$ cat config.mk
export PLATFORM = sky130hd
export DESIGN_NAME = stream_find_replace_core_flat
export DESIGN_NICKNAME = d
export VERILOG_FILES = /design/src/sv/sfr_pkg.sv /design/src/sv/sfr_in_if.sv /design/src/sv/sfr_out_if.sv /design/src/sv/stream_find_replace_core.sv /design/src/flat_wrapper.sv
export SDC_FILE = /design/constraint.sdc
export NUM_CORES = 1
export LEC_CHECK = 0
export BUFFER_PORTS_ARGS = -buffer_cell sky130_fd_sc_hd__buf_2
export CORE_MARGIN = 3
export CORE_UTILIZATION = 64
export DETAILED_ROUTE_END_ITERATION = 12
export HOLD_SLACK_MARGIN = 0.08
export PLACE_DENSITY = 0.93
export SKIP_CTS_REPAIR_TIMING = 1
export SLEW_MARGIN = 20
export SYNTH_ARGS = -nofsm -noshare
export SYNTH_HDL_FRONTEND = slang
export SYNTH_SLANG_ARGS = --single-unit
export TNS_END_PERCENT = 1
$ cat constraint.sdc
create_clock -name clk -period 16.05 [get_ports clk]
set_clock_uncertainty 0.1 [all_clocks]
set_input_delay 2.4075 -clock clk [delete_from_list [all_inputs] [get_ports clk]]
set_output_delay 2.4075 -clock clk [all_outputs]
set_load 0.01 [all_outputs]
$ cat src/sv/sfr_pkg.sv
`default_nettype none
package sfr_pkg;

	typedef logic [7:0] byte_t;

	localparam int unsigned DATA_W = 64;
	localparam int unsigned ADDR_W = 5;
	localparam int unsigned LEN_W  = 4;

	// Register index, taken from paddr[4:3] (registers sit on 8-byte spacing)
	typedef enum logic [1:0] {
		REG_PATTERN_BYTES      = 2'd0,
		REG_PATTERN_LENGTH     = 2'd1,
		REG_REPLACEMENT_BYTES  = 2'd2,
		REG_REPLACEMENT_LENGTH = 2'd3
	} reg_idx_t;

endpackage
`default_nettype wire

$ cat src/sv/sfr_in_if.sv
`default_nettype none
interface sfr_in_if;
	logic          valid;
	logic          ready;
	sfr_pkg::byte_t in_byte;
	logic          in_last;

	modport source (output valid, output in_byte, output in_last, input ready);
	modport sink   (input valid, input in_byte, input in_last, output ready);
endinterface
`default_nettype wire

$ cat src/sv/sfr_out_if.sv
`default_nettype none
interface sfr_out_if;
	logic          valid;
	logic          ready;
	sfr_pkg::byte_t out_byte;
	logic          has_byte;
	logic          out_last;

	modport source (output valid, output out_byte, output has_byte, output out_last,
		input ready);
	modport sink   (input valid, input out_byte, input has_byte, input out_last,
		output ready);
endinterface
`default_nettype wire

$ cat src/sv/stream_find_replace_core.sv
`default_nettype none
// Streaming find-and-replace on a byte stream. Every leftmost, non-overlapping
// occurrence of the pattern (up to MAX_PATTERN bytes, set over APB) is replaced
// by the replacement text; the item marked in_last flushes the held bytes and
// the final result carries out_last. A string end that leaves nothing to send
// yields one result with has_byte low. An empty pattern passes bytes straight
// through; writing the pattern or its length drops any held bytes. Rate: one
// item per cycle while each item yields at most one result and egress keeps
// up. An item with more results (a replacement burst, or the string-end flush)
// stalls the input until only its last result is left to hand over. Each item
// is worked out combinationally between the window register and the burst
// register; a separate output register drives egress, so a new item is taken
// while a finished result waits there. Registers: 0x00 pattern bytes, 0x08
// pattern length, 0x10 replacement bytes, 0x18 replacement length; byte 0 of
// each text lives in bits 7:0; lengths above MAX_PATTERN count as MAX_PATTERN.
module stream_find_replace_core #(
	parameter int unsigned MAX_PATTERN = 8
) (
	input  wire                          clk,
	input  wire                          arst_n,
	sfr_in_if.sink                       ingress,
	sfr_out_if.source                    egress,
	input  wire                          psel,
	input  wire                          penable,
	input  wire                          pwrite,
	input  wire  [sfr_pkg::ADDR_W-1:0]   paddr,
	input  wire  [sfr_pkg::DATA_W-1:0]   pwdata,
	output logic [sfr_pkg::DATA_W-1:0]   prdata,
	output logic                         pready
);

	localparam int unsigned CW = $clog2(MAX_PATTERN + 1);
	localparam int unsigned IW = (MAX_PATTERN > 1) ? $clog2(MAX_PATTERN) : 1;

	// Configuration registers
	logic [sfr_pkg::DATA_W-1:0] pattern_bytes_q;
	logic [sfr_pkg::LEN_W-1:0]  pattern_length_q;
	logic [sfr_pkg::DATA_W-1:0] replacement_bytes_q;
	logic [sfr_pkg::LEN_W-1:0]  replacement_length_q;

	// Pending window
	sfr_pkg::byte_t win_q [MAX_PATTERN];
	logic [CW-1:0]  pend_cnt_q;

	// Burst register: results of the last accepted item, oldest in slot 0
	sfr_pkg::byte_t bst_bytes_q [MAX_PATTERN];
	logic [CW-1:0]  bst_cnt_q;
	logic           bst_has_q;
	logic           bst_last_q;

	// Output register
	logic           out_valid_q;
	sfr_pkg::byte_t out_byte_q;
	logic           out_has_q;
	logic           out_last_q;

	logic              cfg_wr;
	sfr_pkg::reg_idx_t cfg_idx;
	logic              drain;
	logic              accept;

	// Step logic
	logic [CW-1:0]  plen;
	logic [CW-1:0]  rlen;
	logic [IW-1:0]  c0;
	logic [CW-1:0]  c1;
	logic           full;
	logic           match;
	sfr_pkg::byte_t win_ins [MAX_PATTERN];
	sfr_pkg::byte_t win_nxt [MAX_PATTERN];
	sfr_pkg::byte_t res [MAX_PATTERN];
	logic [CW-1:0]  res_n;
	logic           res_has;
	logic [CW-1:0]  cnt_nxt;

	//---------------------------------------------------------------- APB
	assign pready  = 1'b1;
	assign cfg_idx = sfr_pkg::reg_idx_t'(paddr[4:3]);
	assign cfg_wr  = psel && penable && pwrite;

	always_comb begin
		unique case (cfg_idx)
			sfr_pkg::REG_PATTERN_BYTES:      prdata = pattern_bytes_q;
			sfr_pkg::REG_PATTERN_LENGTH:     prdata = {{(sfr_pkg::DATA_W - sfr_pkg::LEN_W){1'b0}},
				pattern_length_q};
			sfr_pkg::REG_REPLACEMENT_BYTES:  prdata = replacement_bytes_q;
			sfr_pkg::REG_REPLACEMENT_LENGTH: prdata = {{(sfr_pkg::DATA_W - sfr_pkg::LEN_W){1'b0}},
				replacement_length_q};
			default:                         prdata = '0;
		endcase
	end

	always_ff @(posedge clk or negedge arst_n) begin
		if (!arst_n) begin
			pattern_bytes_q      <= '0;
			pattern_length_q     <= '0;
			replacement_bytes_q  <= '0;
			replacement_length_q <= '0;
		end else if (cfg_wr) begin
			unique case (cfg_idx)
				sfr_pkg::REG_PATTERN_BYTES:      pattern_bytes_q      <= pwdata;
				sfr_pkg::REG_PATTERN_LENGTH:     pattern_length_q     <= pwdata[sfr_pkg::LEN_W-1:0];
				sfr_pkg::REG_REPLACEMENT_BYTES:  replacement_bytes_q  <= pwdata;
				sfr_pkg::REG_REPLACEMENT_LENGTH: replacement_length_q <= pwdata[sfr_pkg::LEN_W-1:0];
				default: ;
			endcase
		end
	end

	//---------------------------------------------------------------- handshake
	// Burst slot 0 moves to the output register when that register is free or
	// being taken. A new item is taken when the burst register is empty or is
	// handing over its final result in this cycle.
	assign drain        = (bst_cnt_q != '0) && (!out_valid_q || egress.ready);
	assign ingress.ready = (bst_cnt_q == '0) || ((bst_cnt_q == CW'(1)) && drain);
	assign accept       = ingress.valid && ingress.ready;

	//---------------------------------------------------------------- step
	always_comb begin
		match = 1'b1;
		plen  = (pattern_length_q > sfr_pkg::LEN_W'(MAX_PATTERN)) ? CW'(MAX_PATTERN)
			: CW'(pattern_length_q);
		rlen  = (replacement_length_q > sfr_pkg::LEN_W'(MAX_PATTERN)) ? CW'(MAX_PATTERN)
			: CW'(replacement_length_q);
		// Window is restarted if it already holds a full pattern's worth
		c0    = (pend_cnt_q >= plen) ? '0 : pend_cnt_q[IW-1:0];
		c1    = CW'(c0) + CW'(1);
		full  = (c1 == plen);

		for (int k = 0; k < MAX_PATTERN; k++) begin
			win_ins[k] = (IW'(k) == c0) ? ingress.in_byte : win_q[k];
			if ((CW'(k) < plen) && (win_ins[k] != pattern_bytes_q[8*k +: 8]))
				match = 1'b0;
		end

		res_has = 1'b1;
		for (int k = 0; k < MAX_PATTERN; k++) begin
			res[k]     = win_ins[k];
			win_nxt[k] = win_ins[k];
		end

		priority if (plen == '0) begin
			// pass-through
			res[0]  = ingress.in_byte;
			res_n   = CW'(1);
			cnt_nxt = '0;
		end else if (full && match) begin
			for (int k = 0; k < MAX_PATTERN; k++)
				res[k] = replacement_bytes_q[8*k +: 8];
			res_n   = rlen;
			cnt_nxt = '0;
		end else if (full) begin
			// mismatch: oldest byte goes out; on string end the whole window does
			for (int k = 0; k < MAX_PATTERN - 1; k++)
				win_nxt[k] = win_ins[k+1];
			res_n   = ingress.in_last ? plen : CW'(1);
			cnt_nxt = ingress.in_last ? '0 : plen - CW'(1);
		end else begin
			res_n   = ingress.in_last ? c1 : '0;
			cnt_nxt = ingress.in_last ? '0 : c1;
		end

		// bare end marker
		if (ingress.in_last && (res_n == '0)) begin
			res[0]  = '0;
			res_has = 1'b0;
			res_n   = CW'(1);
		end
	end

	//---------------------------------------------------------------- state
	always_ff @(posedge clk or negedge arst_n) begin
		if (!arst_n) begin
			pend_cnt_q <= '0;
		end else if (cfg_wr && ((cfg_idx == sfr_pkg::REG_PATTERN_BYTES) ||
				(cfg_idx == sfr_pkg::REG_PATTERN_LENGTH))) begin
			pend_cnt_q <= '0;
		end else if (accept) begin
			pend_cnt_q <= cnt_nxt;
		end
	end

	always_ff @(posedge clk) begin
		if (accept) begin
			for (int k = 0; k < MAX_PATTERN; k++)
				win_q[k] <= win_nxt[k];
		end
	end

	// burst register control
	always_ff @(posedge clk or negedge arst_n) begin
		if (!arst_n) begin
			bst_cnt_q  <= '0;
			bst_has_q  <= 1'b0;
			bst_last_q <= 1'b0;
		end else if (accept) begin
			bst_cnt_q  <= res_n;
			bst_has_q  <= res_has;
			bst_last_q <= ingress.in_last;
		end else if (drain) begin
			bst_cnt_q  <= bst_cnt_q - CW'(1);
		end
	end

	always_ff @(posedge clk) begin
		if (accept) begin
			for (int k = 0; k < MAX_PATTERN; k++)
				bst_bytes_q[k] <= res[k];
		end else if (drain) begin
			for (int k = 0; k < MAX_PATTERN - 1; k++)
				bst_bytes_q[k] <= bst_bytes_q[k+1];
		end
	end

	// output register
	always_ff @(posedge clk or negedge arst_n) begin
		if (!arst_n) begin
			out_valid_q <= 1'b0;
		end else if (drain) begin
			out_valid_q <= 1'b1;
		end else if (egress.ready) begin
			out_valid_q <= 1'b0;
		end
	end

	always_ff @(posedge clk) begin
		if (drain) begin
			out_byte_q <= bst_bytes_q[0];
			out_has_q  <= bst_has_q;
			out_last_q <= bst_last_q && (bst_cnt_q == CW'(1));
		end
	end

	assign egress.valid    = out_valid_q;
	assign egress.out_byte = out_byte_q;
	assign egress.has_byte = out_has_q;
	assign egress.out_last = out_last_q;

	//---------------------------------------------------------------- checks
	// the window never holds MAX_PATTERN bytes between items
	a_pend_bound: assert property (@(posedge clk) disable iff (!arst_n)
		pend_cnt_q < CW'(MAX_PATTERN))
		else $error("pending count out of range");

	// every string end produces at least one result
	a_last_yields: assert property (@(posedge clk) disable iff (!arst_n)
		(accept && ingress.in_last) |=> (bst_cnt_q != '0))
		else $error("string end produced no result");

	// a result without a byte is only the bare end marker
	a_bare_last: assert property (@(posedge clk) disable iff (!arst_n)
		(out_valid_q && !out_has_q) |-> (out_last_q && (out_byte_q == '0)))
		else $error("empty result that is not an end marker");

	// the burst register is never overwritten while results remain
	a_no_overrun: assert property (@(posedge clk) disable iff (!arst_n)
		accept |-> ((bst_cnt_q == '0) || ((bst_cnt_q == CW'(1)) && drain)))
		else $error("burst overrun");

endmodule
`default_nettype wire

$ cat src/flat_wrapper.sv
// flat-port wrapper written by rule: the top's interface ports become plain ports
module stream_find_replace_core_flat 
#(
	parameter int unsigned MAX_PATTERN = 8
)
  (clk, arst_n, psel, penable, pwrite, paddr, pwdata, prdata, pready, ingress_valid, ingress_in_byte, ingress_in_last, ingress_ready, egress_valid, egress_out_byte, egress_has_byte, egress_out_last, egress_ready);
  sfr_in_if ingress_i ();
  sfr_out_if egress_i ();
  input  wire clk;
  input  wire arst_n;
  input  wire psel;
  input  wire penable;
  input  wire pwrite;
  input  wire  [sfr_pkg::ADDR_W-1:0] paddr;
  input  wire  [sfr_pkg::DATA_W-1:0] pwdata;
  output logic [sfr_pkg::DATA_W-1:0] prdata;
  output logic pready;
  input wire logic [$bits(ingress_i.valid)-1:0] ingress_valid;
  input wire logic [$bits(ingress_i.in_byte)-1:0] ingress_in_byte;
  input wire logic [$bits(ingress_i.in_last)-1:0] ingress_in_last;
  output wire logic [$bits(ingress_i.ready)-1:0] ingress_ready;
  output wire logic [$bits(egress_i.valid)-1:0] egress_valid;
  output wire logic [$bits(egress_i.out_byte)-1:0] egress_out_byte;
  output wire logic [$bits(egress_i.has_byte)-1:0] egress_has_byte;
  output wire logic [$bits(egress_i.out_last)-1:0] egress_out_last;
  input wire logic [$bits(egress_i.ready)-1:0] egress_ready;
  assign ingress_i.valid = ingress_valid;
  assign ingress_i.in_byte = ingress_in_byte;
  assign ingress_i.in_last = ingress_in_last;
  assign ingress_ready = ingress_i.ready;
  assign egress_valid = egress_i.valid;
  assign egress_out_byte = egress_i.out_byte;
  assign egress_has_byte = egress_i.has_byte;
  assign egress_out_last = egress_i.out_last;
  assign egress_i.ready = egress_ready;
  stream_find_replace_core #(.MAX_PATTERN(MAX_PATTERN)) u_core (.clk(clk), .arst_n(arst_n), .ingress(ingress_i), .egress(egress_i), .psel(psel), .penable(penable), .pwrite(pwrite), .paddr(paddr), .pwdata(pwdata), .prdata(prdata), .pready(pready));
endmodule
==> results_dict.tcl <==
set metrics [dict create \
    layout.filler_cells 1505 \
    fp.dieArea_sq_um 26220 \
    synth-edff-count 138 \
    grt_pass1_vias 11910 \
    cp_data_required_time_ns 16.28 \
    cts.path.max_buffers 3 \
    route.detailed.vias_per_inst 6.636 \
    drt_pre_antenna_iters 6 \
    die_width_um 161.9 \
    ctsRootBufferMaster "sky130_fd_sc_hd__clkbuf_16" \
    post-synth-top-area-fraction_pct 26.63 \
    async_reset_ff_share_pct 51.58 \
    clkSlewWorstSetupHoldPaths_ns 0.06 \
    port_buffers 157 \
    combPwrFrac_pct 32.4 \
    synth_top_area_cell "sky130_fd_sc_hd__edfxtp_1" \
    area_growth_syn_to_layout_pct 12.23 \
    dp.final_hpwl_um 27000 \
    power_switching_share_pct 35.73 \
    core_region_area_sq_um 23680 \
    clkPwrFrac_pct 24.4 \
    floorplan.initialDensity_pct 65.71 \
    dr_vias 12140 \
    route.layer.met1.wl_um 15600 \
    tritoncts "done" \
    min_period_over_period_pct 49.03 \
    power.static_leakage_nw 7.304 \
    p_per_area_nw_per_um2 159.9 \
    post_place_worst_slack_ns 8.650 \
    ys_seq_elements 285 \
    yosys-top-cells-area "sky130_fd_sc_hd__edfxtp_1 (27%), sky130_fd_sc_hd__dfrtp_1 (24%), sky130_fd_sc_hd__mux2_2 (11%), sky130_fd_sc_hd__mux2i_1 (9.3%), sky130_fd_sc_hd__nor2_1 (3.5%)" \
    startpoint_type "register" \
    grt_antenna_before_repair 0 \
    power_frac_seq_pct 43.2 \
    post_drt_wl_per_cell_um 23.09 \
    final_critical_path_setup_slack_ns 8.180 \
    achievable-frequency_ghz 0.1271 \
    cts_inserted_buffers 29 \
    routed-wl-met3_um 3865 \
    synth_flop_cell "sky130_fd_sc_hd__dfrtp_1" \
    avg_synthesized_cell_area_sq_um 11.27 \
    rsz0062_at_grt "false" \
    layout-drive-gt1-share_pct 25.91 \
    outcome "completed" \
    finalNetCount 1587 \
    grt_pass1_wl_um 65900 \
    fp.dieH_um 161.9 \
    drt_wl_total_um 42240 \
    max_cap_viol_count 0 \
    timing.critical_path.to_type "register" \
    synthCells 1381 \
    groute.usage.overall_pct 31.75 \
    crit_path_arrival_time_ns 8.10 \
    ant_nets 0 \
    met2_wirelength_um 20370 \
    clkSinkCount 285 \
    htree_levels 1 \
    post_synthesis_sequential_area_ratio_pct 50.27 \
    initialDrtViolationCount 1709 \
    grt_max_degree 81 \
    synth-warning-count 0 \
    timing.final.setup_violations 0 \
    final.min_clock_period_ns 7.870 \
    synthesis.nets 1482 \
    synthDistinctLibCells 66 \
    insertion_delay_ns 0.57 \
    path_class_of_the_lowest_slack_min_delay_path "register to register" \
    crit_type "register to register" \
    pin_count 162 \
    setup_tns_ns 0 \
    fp-row-count 56 \
    global_route.overflow_total 0 \
    gp_routability_congestion 0.9129 \
    netlist_area_sq_um 15560 \
    timing_worst_slew_pin_value_ns 1.091 \
    timing_max_transition_violations_final 0 \
    timing.slew.headroom_pct 27.22 \
    netSwitchingPower_mw 0.9978 \
    irDropWorstVdd_v 0.0001138 \
    top_routing_layer_in_use "met4" \
    hold_violations 0 \
    drc 0 \
    critPathMaxFanout 71 \
    p_int_mw 1.795 \
]
==> sequential cells by signal, indices dropped and copies added (netlist names) <==
signal and flops:
u_core.egress.out_last 1, u_core.bst_bytes_q 64, u_core.replacement_length_q 4, u_core.egress.valid 1, u_core.bst_last_q 1, u_core.pend_cnt_q 4, u_core.pattern_bytes_q 64, u_core.bst_has_q 1
u_core.egress.has_byte 1, u_core.pattern_length_q 4, u_core.egress.out_byte 8, u_core.bst_cnt_q 4, u_core.win_q 64, u_core.replacement_bytes_q 64
==> power groups by stage <==
stage               Sequential, mW  Clock [mW]  Combinational, mW
floorplan                     1.16           0              0.637
global placement              1.20           0              0.828
detailed placement            1.21           0              0.867
CTS                           1.20       0.684              0.885
global route                  1.22       0.712              0.977
finish                        1.21       0.681              0.904
==> area by class of cell <==
type	instances	area (sq um)	share of cell area, %
well taps	319	399.1	2.285
clock buffers	44	833.3	4.771
clock inverters	10	121.4	0.6949
multi-input cells	966	7256	41.54
flip-flops and latches	285	7823	44.79
diodes	1	2.502	0.01433
inverters	32	120.1	0.6877
repair buffers	172	910.9	5.215
==> cells in the final DEF, fill, tap and decap left out, types with 31 or more instances in the layout <==
cell type,n
sky130_fd_sc_hd__a21oi_1,80
sky130_fd_sc_hd__buf_2,155
sky130_fd_sc_hd__dfrtp_1,147
sky130_fd_sc_hd__edfxtp_1,138
sky130_fd_sc_hd__inv_1,31
sky130_fd_sc_hd__mux2_2,150
sky130_fd_sc_hd__mux2i_1,145
sky130_fd_sc_hd__nand2_1,82
sky130_fd_sc_hd__nor2_1,146
sky130_fd_sc_hd__o21ai_0,49
sky130_fd_sc_hd__o31ai_1,41
sky130_fd_sc_hd__xnor2_1,43
sky130_fd_sc_hd__xor2_1,31
==> cells in the mapped netlist (4+ instances only) <==
library cell                number
sky130_fd_sc_hd__buf_1           8
sky130_fd_sc_hd__o31ai_1        41
sky130_fd_sc_hd__o21ai_0        49
sky130_fd_sc_hd__buf_4           5
sky130_fd_sc_hd__nor3_1         10
sky130_fd_sc_hd__xnor2_1        43
sky130_fd_sc_hd__and2_1          9
sky130_fd_sc_hd__o211ai_1       20
sky130_fd_sc_hd__buf_2          13
sky130_fd_sc_hd__xor2_1         31
sky130_fd_sc_hd__mux4_2          4
sky130_fd_sc_hd__nor4_1         13
sky130_fd_sc_hd__inv_1          31
sky130_fd_sc_hd__o2111ai_1      23
sky130_fd_sc_hd__and3_1          5
sky130_fd_sc_hd__mux2_2        150
sky130_fd_sc_hd__ha_1           16
sky130_fd_sc_hd__nand4_1         5
sky130_fd_sc_hd__o22ai_1         6
sky130_fd_sc_hd__nand2_1        84
sky130_fd_sc_hd__nand3_1        11
sky130_fd_sc_hd__nand2b_1       17
sky130_fd_sc_hd__nor2_1        146
sky130_fd_sc_hd__dfrtp_1       147
sky130_fd_sc_hd__a31oi_1         4
sky130_fd_sc_hd__a21oi_1        81
sky130_fd_sc_hd__clkbuf_1       70
sky130_fd_sc_hd__edfxtp_1      138
sky130_fd_sc_hd__or3_1          11
sky130_fd_sc_hd__mux2i_1       145
==> worst paths after layout <==
path                                             from                          to  slack, ns  depth (start not counted)
hold reg to reg              u_core.bst_bytes_q[0][5]   u_core.egress.out_byte[5]       0.32                          0
hold / removal               u_core.bst_bytes_q[0][5]   u_core.egress.out_byte[5]       0.32                          0
setup reg to reg           u_core.pattern_length_q[3]    u_core.bst_bytes_q[6][2]       8.18                         19
min in group asynchronous                      arst_n  u_core.pattern_bytes_q[59]       1.74                          1
setup / recovery           u_core.pattern_length_q[3]    u_core.bst_bytes_q[6][2]       8.18                         19
max in group asynchronous                      arst_n   u_core.pattern_bytes_q[8]      12.93                          2
==> routing by layer <==
metal	GRT usage, %	vias up
met5	0	-
met4	14.89	0
met3	4.642	200
met2	53.06	821
met1	41.24	5868
li1	-	5248
==> per-stage QoR <==
step / hold WS (ns) / std cells / utilization (%) / total power, mW / cell area [sq um]
5_1_grt: 0.3221 / 1828 / 73.74 / 2.914 / 17460
3_5_place_dp: 0.3045 / 1774 / 69.62 / 2.078 / 16490
2_1_floorplan: 0.3003 / 1381 / - / 1.798 / 15560
4_1_cts: 0.3180 / 1828 / 73.65 / 2.770 / 17440
6_report: 0.3174 / 1829 / 73.75 / 2.793 / 17470
3_3_place_gp: 0.3034 / 1774 / 69.62 / 2.026 / 16490
==> worst max-delay path, cell delays in order, from the launching register on <==
cell and delay (ns):
sky130_fd_sc_hd__dfrtp_1 0.61, sky130_fd_sc_hd__nand2b_1 0.29, sky130_fd_sc_hd__inv_1 0.15, sky130_fd_sc_hd__ha_1 0.33
sky130_fd_sc_hd__nor3b_4 0.89, sky130_fd_sc_hd__o211ai_1 0.47, sky130_fd_sc_hd__inv_1 0.19, sky130_fd_sc_hd__ha_1 0.24
sky130_fd_sc_hd__ha_1 0.49, sky130_fd_sc_hd__mux2i_1 0.58, sky130_fd_sc_hd__xnor2_1 0.17, sky130_fd_sc_hd__nor4_1 0.85
sky130_fd_sc_hd__a41oi_1 0.25, sky130_fd_sc_hd__a21oi_1 0.26, sky130_fd_sc_hd__nand3_1 0.16, sky130_fd_sc_hd__and4bb_2 0.45
sky130_fd_sc_hd__nand3_2 0.09, sky130_fd_sc_hd__buf_4 0.39, sky130_fd_sc_hd__and2_1 0.32, sky130_fd_sc_hd__o31ai_1 0.35
==> logic make-up (layout without fill, tap and decap cells) <==
kind of cell	count (synthesis)	count (layout)	synth area share (%)
adder cells (fa/ha/maj)	16	16	1.286
buffers and inverters	130	258	3.457
AND/OR/NAND/NOR	328	328	9.632
flip-flops	285	285	50.27
XOR/XNOR	74	74	4.165
multiplexers	299	299	20.76
other	1	2	0.02410
AO/OA/AOI/OAI	248	248	10.41
(Power assumes the default switching activity.)
